## src/hdl/cnes_pkg.sv

```systemverilog
package cnes_pkg;

   localparam int MAX_WIDTH = 4096;
   localparam int ADDR_W = $clog2(MAX_WIDTH);
   localparam int CFG_W = 13;
   localparam int PIX_W = 24;
   localparam int LEVEL_FRACTION_BITS = 12;
   localparam int ROUND_SHIFT = 60 - LEVEL_FRACTION_BITS;

   localparam logic [CFG_W-1:0] RESET_WIDTH = 13'd640;
   localparam logic [CFG_W-1:0] MIN_WIDTH = 13'd3;
   localparam logic [CFG_W-1:0] MAX_WIDTH_CFG = CFG_W'(MAX_WIDTH);
   localparam logic [30:0] LOG10_2_Q32 = 31'd1292913986;
   localparam logic [19:0] ARG_DEN = 20'd44167;
   localparam logic [19:0] ARG_OFFSET = 20'd88334;
   localparam logic [14:0] LEVEL_MAX = 15'd16383;
   localparam logic [14:0] LEVEL_MIN_MAG = 15'd16384;

   localparam logic [1:0] LAST_CHANNEL = 2'd2;
   localparam logic [4:0] ROOT_TOP_BIT = 5'd9;
   localparam logic [4:0] LAST_STEP = 5'd27;
   localparam logic [2:0] LAST_NEIGHBOR = 3'd7;

   typedef struct packed {
      logic       capture;
      logic       window;
      logic       sq_step;
      logic       root_step;
      logic       insert;
      logic       arg;
      logic       norm_lo;
      logic       norm_hi;
      logic       div_init;
      logic       div_step;
      logic       sq_mul;
      logic       sq_fix;
      logic       mul_lo;
      logic       mul_hi;
      logic       emit_flag;
      logic       emit_level;
      logic [2:0] nb;
      logic [4:0] idx;
   } cnes_cmd_type;

   typedef struct packed {
      logic interior;
      logic nonpos;
      logic num_lt_den;
      logic num_ge_2den;
      logic out_busy;
   } cnes_status_type;

endpackage

```

## src/hdl/cnes_controller.sv

```systemverilog
module cnes_controller
   import cnes_pkg::*;
(
   input  logic            clock,
   input  logic            reset,
   input  logic            req_valid,
   output logic            req_ready,
   input  cnes_status_type status,
   output cnes_cmd_type    cmd
);

   typedef enum logic [3:0] {
      S_IDLE, S_WINDOW, S_SQ, S_ROOT, S_INSERT, S_ARG, S_NORM_LO, S_NORM_HI,
      S_DIV_INIT, S_DIV, S_SQ_MUL, S_SQ_FIX, S_MUL_LO, S_MUL_HI, S_EMIT
   } state_type;

   state_type state_ff;
   logic [2:0] nb_ff;
   logic [4:0] idx_ff;
   logic flag_ff;

   assign req_ready = (state_ff == S_IDLE);

   always_comb begin
      cmd = '0;
      cmd.nb = nb_ff;
      cmd.idx = idx_ff;
      unique case (state_ff)
         S_IDLE: cmd.capture = req_valid;
         S_WINDOW: cmd.window = 1'b1;
         S_SQ: cmd.sq_step = 1'b1;
         S_ROOT: cmd.root_step = 1'b1;
         S_INSERT: cmd.insert = 1'b1;
         S_ARG: cmd.arg = 1'b1;
         S_NORM_LO: cmd.norm_lo = status.num_lt_den;
         S_NORM_HI: cmd.norm_hi = status.num_ge_2den;
         S_DIV_INIT: cmd.div_init = 1'b1;
         S_DIV: cmd.div_step = 1'b1;
         S_SQ_MUL: cmd.sq_mul = 1'b1;
         S_SQ_FIX: cmd.sq_fix = 1'b1;
         S_MUL_LO: cmd.mul_lo = 1'b1;
         S_MUL_HI: cmd.mul_hi = 1'b1;
         S_EMIT: begin
            cmd.emit_flag = !status.out_busy && flag_ff;
            cmd.emit_level = !status.out_busy && !flag_ff;
         end
         default: cmd = '0;
      endcase
   end

   always_ff @(posedge clock) begin
      if (reset) begin
         state_ff <= S_IDLE;
         nb_ff <= '0;
         idx_ff <= '0;
         flag_ff <= 1'b0;
      end else begin
         unique case (state_ff)
            S_IDLE: if (req_valid) state_ff <= S_WINDOW;
            S_WINDOW: begin
               nb_ff <= '0;
               idx_ff <= '0;
               state_ff <= status.interior ? S_SQ : S_IDLE;
            end
            S_SQ: begin
               if (idx_ff[1:0] == LAST_CHANNEL) begin
                  idx_ff <= ROOT_TOP_BIT;
                  state_ff <= S_ROOT;
               end else idx_ff <= idx_ff + 5'd1;
            end
            S_ROOT: begin
               if (idx_ff == '0) state_ff <= S_INSERT;
               else idx_ff <= idx_ff - 5'd1;
            end
            S_INSERT: begin
               idx_ff <= '0;
               if (nb_ff == LAST_NEIGHBOR) state_ff <= S_ARG;
               else begin
                  nb_ff <= nb_ff + 3'd1;
                  state_ff <= S_SQ;
               end
            end
            S_ARG: begin
               flag_ff <= status.nonpos;
               state_ff <= status.nonpos ? S_EMIT : S_NORM_LO;
            end
            S_NORM_LO: if (!status.num_lt_den) state_ff <= S_NORM_HI;
            S_NORM_HI: if (!status.num_ge_2den) state_ff <= S_DIV_INIT;
            S_DIV_INIT: begin
               idx_ff <= '0;
               state_ff <= S_DIV;
            end
            S_DIV: begin
               if (idx_ff == LAST_STEP) begin
                  idx_ff <= '0;
                  state_ff <= S_SQ_MUL;
               end else idx_ff <= idx_ff + 5'd1;
            end
            S_SQ_MUL: state_ff <= S_SQ_FIX;
            S_SQ_FIX: begin
               if (idx_ff == LAST_STEP) state_ff <= S_MUL_LO;
               else begin
                  idx_ff <= idx_ff + 5'd1;
                  state_ff <= S_SQ_MUL;
               end
            end
            S_MUL_LO: state_ff <= S_MUL_HI;
            S_MUL_HI: state_ff <= S_EMIT;
            S_EMIT: if (!status.out_busy) state_ff <= S_IDLE;
            default: state_ff <= S_IDLE;
         endcase
      end
   end

endmodule

```

## config.mk

```make
export PLATFORM = sky130hd
export DESIGN_NAME = cnes_controller
export DESIGN_NICKNAME = d
export VERILOG_FILES = /design/src/hdl/cnes_pkg.sv /design/src/hdl/cnes_controller.sv
export SDC_FILE = /design/constraint.sdc
export NUM_CORES = 1
export LEC_CHECK = 0
export ABC_AREA = 1
export BUFFER_PORTS_ARGS = -buffer_cell sky130_fd_sc_hd__buf_2
export CORE_UTILIZATION = 52
export CTS_CLUSTER_SIZE = 28
export DETAILED_ROUTE_END_ITERATION = 12
export PLACE_DENSITY_LB_ADDON = 0.08
export SLEW_MARGIN = 10
export SYNTH_ARGS = -nofsm -noshare
export SYNTH_HDL_FRONTEND = slang
export SYNTH_SLANG_ARGS = --single-unit
```

## constraint.sdc

```tcl
create_clock -name clock -period 2.05 [get_ports clock]
set_clock_uncertainty 0.15 [all_clocks]
set_input_delay 0.5125 -clock clock [delete_from_list [all_inputs] [get_ports clock]]
set_output_delay 0.5125 -clock clock [all_outputs]
set_load 0.01 [all_outputs]
```

==> reports/qor.yml, run 1 <==
synth_seq_area_share_pct: 21.4
die_w_um: 50.3
setup_violations: 0
p_per_area_nw_per_um2: 1100
syn_to_final_growth_pct: 22.8
grt_overflow_total: 0
wl_um: 3260
synthTopCellsByArea: "dfxtp_1, nand2_1, nor2_1"
synth_area_um2: 1210
synth_edf_count: 0
ys.flop_type: "dfxtp_1"
drv_cap: 0
worstPathCellList: "inv_1 -> nand2_1 -> nor2_1 -> buf_2"
stdcell_area_um2: 1490
start_kind: "flip-flop"
dp_hpwl_um: 2650
slew_headroom_pct: 77.8
route.detailed.drc: 0
worstHoldStart: "flag_ff$_SDFFE_PP0P_"
async_flop_share_pct: 0
yosysWarnings: 0
syn_area_per_cell_um2: 5.62
cp.required_ps: 1390
antenna_found_initial: 0
criticalPathCategory: "reg2out"
critPathSlowestCell: "dfxtp_2"
utilization_pct: 67.4
numCtsBuffers: 3
start_util_pct: 54.9
max_freq_mhz: 503
hold_class: "reg2reg"
fin_crit_sh_pct: 97.0
startpoint: "state_ff[1]$_SDFFE_PP0P_"
drive_gt1_share_pct: 23.3
yosysMostFrequentCell: "nand2_1"
final_nets: 273
rsz0062_at_grt: "yes"
post-route-min-period_ps: 1990
nFillCells: 245
cp_max_fo: 6
syn_inst: 216
synth_nets: 231
irDropWorstVdd_v: 0.000787
synth.top_cell.area_share_pct: 21.4
gp_congestion: 0.963
leakage_uw: 0.000826
grt_pass1_vias: 1282
synth_common_cells: "nand2_1, nor2_1, inv_1"
grt_pass1_wl_um: 5510
firstDrtPassIters: 4
r2r-start: "idx_ff[1]$_SDFFE_PP0P_"
vias_per_cell: 5.24
cts.htree.levels: 1
holdPathStages: 2
critPathCaptureType: "output pin"
core_um2: 2210
arrival_ps: 1330
port_buffers: 32
final_max_slew_viol_count: 0
cts_tree: "done"
num_rows: 17
ant_nets: 0
die_height_um: 50.3
dieArea_um2: 2530
pin_count: 33
slowest_delay_ps: 350
cts_buffer_depth: 2
place_area_um2: 1440
cts_hold_buffers: 0
path_clk_slew_ps: 70
cts_root_buffer: "clkbuf_4"
diodes: 0
clock_sinks: 13
clkLatencyLatePin_ps: 270
hold_viol_final: 0
drt_iter0_markers: 62
vias: 1494
r2r_cells: 10
synth-seq-cells: 13
synth_cell_type_count: 19
worst_pin_slew_ps: 332
yosys.area.top_type: "dfxtp_1"
track_usage_pct: 28.4
status: "finished, final reports clean"
wl_per_cell_um: 11.4
grt_max_degree: 9
layout make-up:
type	instances	area [um^2]	share of cell area (%)
Inverter	29	109	7.30
Tap cell	28	35.0	2.35
Timing Repair Buffer	38	205	13.8
Clock buffer	4	26.3	1.76
Multi-Input combinational cell	173	846	56.7
Sequential cell	13	270	18.1
cells in the final DEF (no fill, tap or decap), types with 2 or more instances in the layout:
cell type | Yosys | layout
a21oi_1 | 11 | 11
buf_2 | 1 | 32
buf_4 | 0 | 6
clkbuf_4 | 0 | 3
dfxtp_1 | 13 | 9
dfxtp_2 | 0 | 2
dfxtp_4 | 0 | 2
ha_1 | 7 | 7
inv_1 | 29 | 28
nand2_1 | 63 | 62
nand2_2 | 1 | 2
nand3_1 | 20 | 20
nand4_1 | 5 | 5
nor2_1 | 38 | 37
nor2_2 | 7 | 8
o21ai_0 | 13 | 13
xor2_1 | 2 | 2
repair_timing:
action / 4_1_cts / 5_1_grt
gates resized for setup: 6 / 3
setup endpoints to repair: 10 / 19
hold endpoints to repair: 0 / 0
setup buffers: 0 / 1
through the flow:
step	hold WS, ps	TNS, ps	cells	setup slack, ps	total power (uW)
6_report	329	0	285	61.7	1650
5_1_grt	328	-325	285	-68.3	1830
4_1_cts	325	0	284	6.98	1640
3_5_place_dp	320	0	280	211	1470
3_3_place_gp	316	0	280	222	1460
2_1_floorplan	293	0	216	256	1170
critical path: cells and delay by family (launching register included):
| kind | cells | cell delay, ps |
|---|---|---|
| DFF | 1 | 350 |
| buffers and inverters | 2 | 280 |
| and+or+nand+nor | 2 | 420 |
metal layers:
metal / part of all wire, % / global-route usage [%]
met5: 0 / 0
met4: 2.3 / 13.9
met3: 6.0 / 1.82
met2: 42 / 42.0
met1: 50 / 41.4
flip-flops by register name, summed over array words and instances (netlist names):
name / cells
idx_ff: 5
state_ff: 4
nb_ff: 3
flag_ff: 1
final timing paths:
kind	slack (ps)	to
max	60	cmd[18]
min	330	flag_ff$_SDFFE_PP0P_
max reg2reg	260	state_ff[1]$_SDFFE_PP0P_
min reg2reg	330	flag_ff$_SDFFE_PP0P_
logic make-up after synthesis:
logic type	count (synthesis)	synth area share, %
AND/OR/NAND/NOR	138	48.9
buffers and inverters	30	9.37
AO/OA/AOI/OAI	26	11.6
flip-flops	13	21.4
adder cells (fa/ha/maj)	7	7.21
XOR/XNOR	2	1.44
where the power goes:
group	switching, uW	leakage (uW)	internal [uW]
combinational	680	0.000703	384
sequential	95.3	0.000109	336
clock	76.7	0.0000150	75.5
total	852	0.000826	795
Power figures use the tool's default switching activity.
==> run 2, diff against run 1 <==
- CORE_ASPECT_RATIO: default -> 0.6
- GPL_ROUTABILITY_DRIVEN: default -> 0
- SETUP_SLACK_MARGIN: default -> 0.1
==> reports/qor.yml, run 2 (same netlist as run 1, synthesis figures left out) <==
slew_headroom_pct: 78.0  # +0.19 points
numCtsBuffers: 3  # unchanged
criticalPathCategory: "reg2out"
diodes: 0  # unchanged
cts_buffer_depth: 2  # unchanged
top_register: "idx_ff"
cts_tree: "done"
status: "finished, final reports clean"
vias: 1584  # +6.0%
ant_nets: 0  # unchanged
core_um2: 2180  # -1.5%
dieArea_um2: 2540  # +0.25%
drt_iter0_markers: 159  # +160%
drive_gt1_share_pct: 29.5  # +6.2 points
rsz0062_at_grt: "yes"
port_buffers: 32  # unchanged
place_area_um2: 1450  # +0.69%
wl_um: 3970  # +22%
grt_pass1_wl_um: 5420  # -1.5%
cp_max_fo: 6  # unchanged
firstDrtPassIters: 5  # +1
post-route-min-period_ps: 2000  # +6.76 ps
path_clk_slew_ps: 50  # -20 ps
start_util_pct: 55.7  # +0.82 points
grt_overflow_total: 0  # unchanged
hold_class: "reg2reg"
cp.required_ps: 1390  # about the same
hold_viol_final: 0  # unchanged
grt_pass1_vias: 1132  # -12%
setup_violations: 0  # unchanged
leakage_uw: 0.000913  # +10%
worst_pin_slew_ps: 329  # -2.87 ps
route.detailed.drc: 0  # unchanged
p_per_area_nw_per_um2: 1120  # +1.3%
top_regs: "idx_ff: 5 flops, state_ff: 4 flops, nb_ff: 3 flops"
largest_register_ff_count: 5  # unchanged
start_kind: "flip-flop"
mostFrequentLayoutCells: "nand2_1, nor2_1, buf_2"
final_common_cell: "nand2_1"
final_max_slew_viol_count: 0  # unchanged
track_usage_pct: 29.8  # +1.4 points
fin_crit_sh_pct: 97.3  # +0.33 points
num_rows: 13  # -4
wl_per_cell_um: 13.5  # +18%
clkLatencyLatePin_ps: 240  # -30 ps
syn_to_final_growth_pct: 34.9
stdcell_area_um2: 1640  # +9.9%
die_height_um: 39.4  # -22%
critPathCaptureType: "output pin"
grt_max_degree: 9  # unchanged
drv_cap: 0  # unchanged
final_nets: 280  # +2.6%
vias_per_cell: 5.39  # +2.8%
setup-tns-final_ps: 0  # unchanged
dp_hpwl_um: 2840  # +6.8%
cts_hold_buffers: 0  # unchanged
cts.htree.levels: 1  # unchanged
antenna_found_initial: 0  # unchanged
irDropWorstVdd_v: 0.000751  # -4.5%
clock_sinks: 13  # unchanged
max_freq_mhz: 501  # -0.34%
cts_root_buffer: "clkbuf_8"
pin_count: 33  # unchanged
arrival_ps: 1330  # about the same
die_w_um: 64.4  # +28%
[run 2: layer usage]
layer | track usage, % | part of all wire (%) | up-vias
li1 | - | - | 783
met1 | 45.3 | 46 | 681
met2 | 38.2 | 38 | 110
met3 | 9.59 | 15 | 10
met4 | 6.67 | 1.4 | 0
met5 | 0 | 0 | -
[run 2: repair_timing]
action                                  CTS  global route
setup buffers                             2             5
endpoints found under the hold margin     0             0
resized for setup                        13            18
endpoints found under the setup margin   16            26
pin swaps                                 2             2
[run 2: critical path, cell delays in order (launching register included)]
cell	delay, ps
dfxtp_4	440
inv_4	60
nor2_4	160
nand2_2	90
nor3b_2	180
buf_2	150
[run 2: final cells by class]
type | count | area, um^2
clock buffers | 4 | 45.0
fillers | 196 | 541
inverters | 29 | 114
multi-input cells | 173 | 901
flip-flops and latches | 13 | 277
well taps | 30 | 37.5
repair buffers | 45 | 265
[run 2: final timing paths]
path,depth (start not counted),startpoint,slack (ps),endpoint
max,5,state_ff[1]$_SDFFE_PP0P_,50,cmd[9]
min,2,flag_ff$_SDFFE_PP0P_,370,flag_ff$_SDFFE_PP0P_
max reg2reg,10,idx_ff[1]$_SDFFE_PP0P_,120,state_ff[1]$_SDFFE_PP0P_
min reg2reg,2,flag_ff$_SDFFE_PP0P_,370,flag_ff$_SDFFE_PP0P_
[run 2: per-stage QoR]
step	instances	hold WS, ps	setup WS [ps]	total power [uW]	utilization, %
after floorplan	216	293	256	1170	-
after global placement	283	339	175	1480	66.6
after detailed placement	283	352	127	1480	66.6
after CTS	289	359	83.1	1730	70.8
after global routing	294	397	7.19	1980	75.2
final	294	375	54.9	1830	75.2
[run 2: report_power, final]
part	internal, uW	leakage [uW]	switching (uW)
logic	417	0.000780	710
registers	346	0.000110	138
clock network	137	0.0000228	86.6
==> run 3, diff against run 2 <==
- CORE_MARGIN: default -> 2
- SETUP_SLACK_MARGIN: 0.1 -> default
==> reports/qor.yml, run 3 (same netlist as run 1, synthesis figures left out) <==
setup-tns-final_ps: 0  # unchanged
grt_max_degree: 9  # unchanged
dp_cells: 284  # +0.35%
die_w_um: 66.4  # +3.1%
firstDrtPassIters: 5  # unchanged
critPathCaptureType: "output pin"
ant_nets: 0  # unchanged
dr_wl_met3_um: 548  # -5.4%
worst_pin_slew_ps: 304  # -24.6 ps
hold_viol_final: 0  # unchanged
p_per_area_nw_per_um2: 1140  # +1.9%
path_clk_slew_ps: 50  # about the same
track_usage_pct: 26.1  # -3.7 points
rsz0062_at_grt: "no"
dp_slack_ps: 180  # +53.1 ps
top_regs: "idx_ff: 5 flops, state_ff: 4 flops, nb_ff: 3 flops"
grt_overflow_total: 0  # unchanged
layout_setup_ws_ps: 88.5  # +33.6 ps
clock_sinks: 13  # unchanged
wl_um: 3560  # -10%
route.detailed.drc: 0  # unchanged
leakage_uw: 0.000842  # -7.7%
criticalPathCategory: "reg2out"
post-route-min-period_ps: 1960  # -33.6 ps
pin_count: 33  # unchanged
drv_cap: 0  # unchanged
grt_pass1_vias: 1224  # +8.1%
max_freq_mhz: 510  # +1.7%
cts_root_buffer: "clkbuf_8"
final_common_cell: "nand2_1"
status: "finished, final reports clean"
core_um2: 2200  # +0.75%
dp_hpwl_um: 2840  # +0.13%
wl_per_cell_um: 12.4  # -8.6%
clkLatencyLatePin_ps: 240  # about the same
mostFrequentLayoutCells: "nand2_1, nor2_1, buf_2"
grt_pass1_wl_um: 5660  # +4.4%
top_layer: "met3"
drt-met1-wl_um: 1730  # -6.1%
diodes: 0  # unchanged
antenna_found_initial: 0  # unchanged
setup_violations: 0  # unchanged
cts_setup_buffers: 0  # -2
cts_buffer_depth: 2  # unchanged
cts.htree.levels: 1  # unchanged
port_buffers: 32  # unchanged
stdcell_area_um2: 1540  # -6.3%
post_layout_nonfiller_instances: 288  # -2.0%
dieArea_um2: 2750  # +8.3%
fin_crit_sh_pct: 95.7  # -1.6 points
final_nets: 274  # -2.1%
nFillCells: 200  # +2.0%
vias_per_cell: 5.26  # -2.4%
syn_to_final_growth_pct: 26.4
place_area_um2: 1460  # +0.52%
hold_class: "reg2reg"
cp_max_fo: 8  # +2
dr_wl_met2_um: 1280  # -15%
cts_tree: "done"
final_max_slew_viol_count: 0  # unchanged
top_register: "idx_ff"
die_height_um: 41.4  # +5.1%
drive_gt1_share_pct: 24.8  # -4.7 points
num_rows: 13  # unchanged
arrival_ps: 1300  # -30 ps
numCtsBuffers: 3  # unchanged
drt_iter0_markers: 187  # +18%
vias: 1515  # -4.4%
start_util_pct: 55.3  # -0.41 points
cts_hold_buffers: 0  # unchanged
irDropWorstVdd_v: 0.000638  # -15%
slew_headroom_pct: 79.5  # +1.5 points
largest_register_ff_count: 5  # unchanged
cp.required_ps: 1390  # about the same
start_kind: "flip-flop"
run 3: cell count changes in the layout (fill, tap and decap cells not counted), moves of 2 or more:
cell     previous run  this run
inv_4               2         0
nand2_4             2         0
buf_6               2         0
nor2_4              4         2
buf_4              11         7
nor2_1             34        36
run 3: per-layer routing:
metal  GRT usage, %  vias up
met5              0        -
li1               -      776
met2           31.6       95
met4           3.67        0
met1           43.4      644
met3           8.67        0
run 3: area by class of cell:
type | count | area [um^2] | share of cell area, %
Timing Repair Buffer | 39 | 213 | 13.9
Sequential cell | 13 | 273 | 17.8
Inverter | 29 | 109 | 7.09
Tap cell | 30 | 37.5 | 2.44
Clock buffer | 4 | 45.0 | 2.93
Multi-Input combinational cell | 173 | 858 | 55.9
run 3: report_power, final:
group / internal (uW) / leakage, uW / switching (uW) / total [uW]
combinational: 395 / 0.000710 / 681 / 1080
clock: 137 / 0.0000228 / 81.7 / 218
sequential: 339 / 0.000109 / 119 / 457
total: 870 / 0.000842 / 882 / 1750
run 3: final timing paths:
| path | start | to | slack, ps | cells past startpoint |
|---|---|---|---|---|
| worst min register to register | state_ff[1]$_SDFFE_PP0P_ | state_ff[1]$_SDFFE_PP0P_ | 370 | 2 |
| worst min-delay path | state_ff[1]$_SDFFE_PP0P_ | state_ff[1]$_SDFFE_PP0P_ | 370 | 2 |
| worst max-delay path | state_ff[2]$_SDFFE_PP0P_ | cmd[1] | 90 | 7 |
| worst max register to register | idx_ff[1]$_SDFFE_PP0P_ | state_ff[2]$_SDFFE_PP0P_ | 250 | 10 |
run 3: critical path: stages (launching register included):
cell and delay, ps:
dfxtp_4 390, nand2_2 70, inv_2 80, nand2_2 70
nor2_1 90, buf_4 170, nor2_1 50, buf_2 130
run 3: timing repair:
action                     4_1_cts  5_1_grt
gates cloned                     0        0
pin swaps                        0        0
setup endpoints to repair        9       14
resized for setup                3       11
run 3: stage by stage:
step                hold slack, ps  utilization (%)  total power [uW]
detailed placement             370             66.5              1480
global placement               345             66.5              1480
global route                   393             69.9              1930
finish                         372             69.9              1750
floorplan                      293                -              1170
CTS                            356             68.7              1710
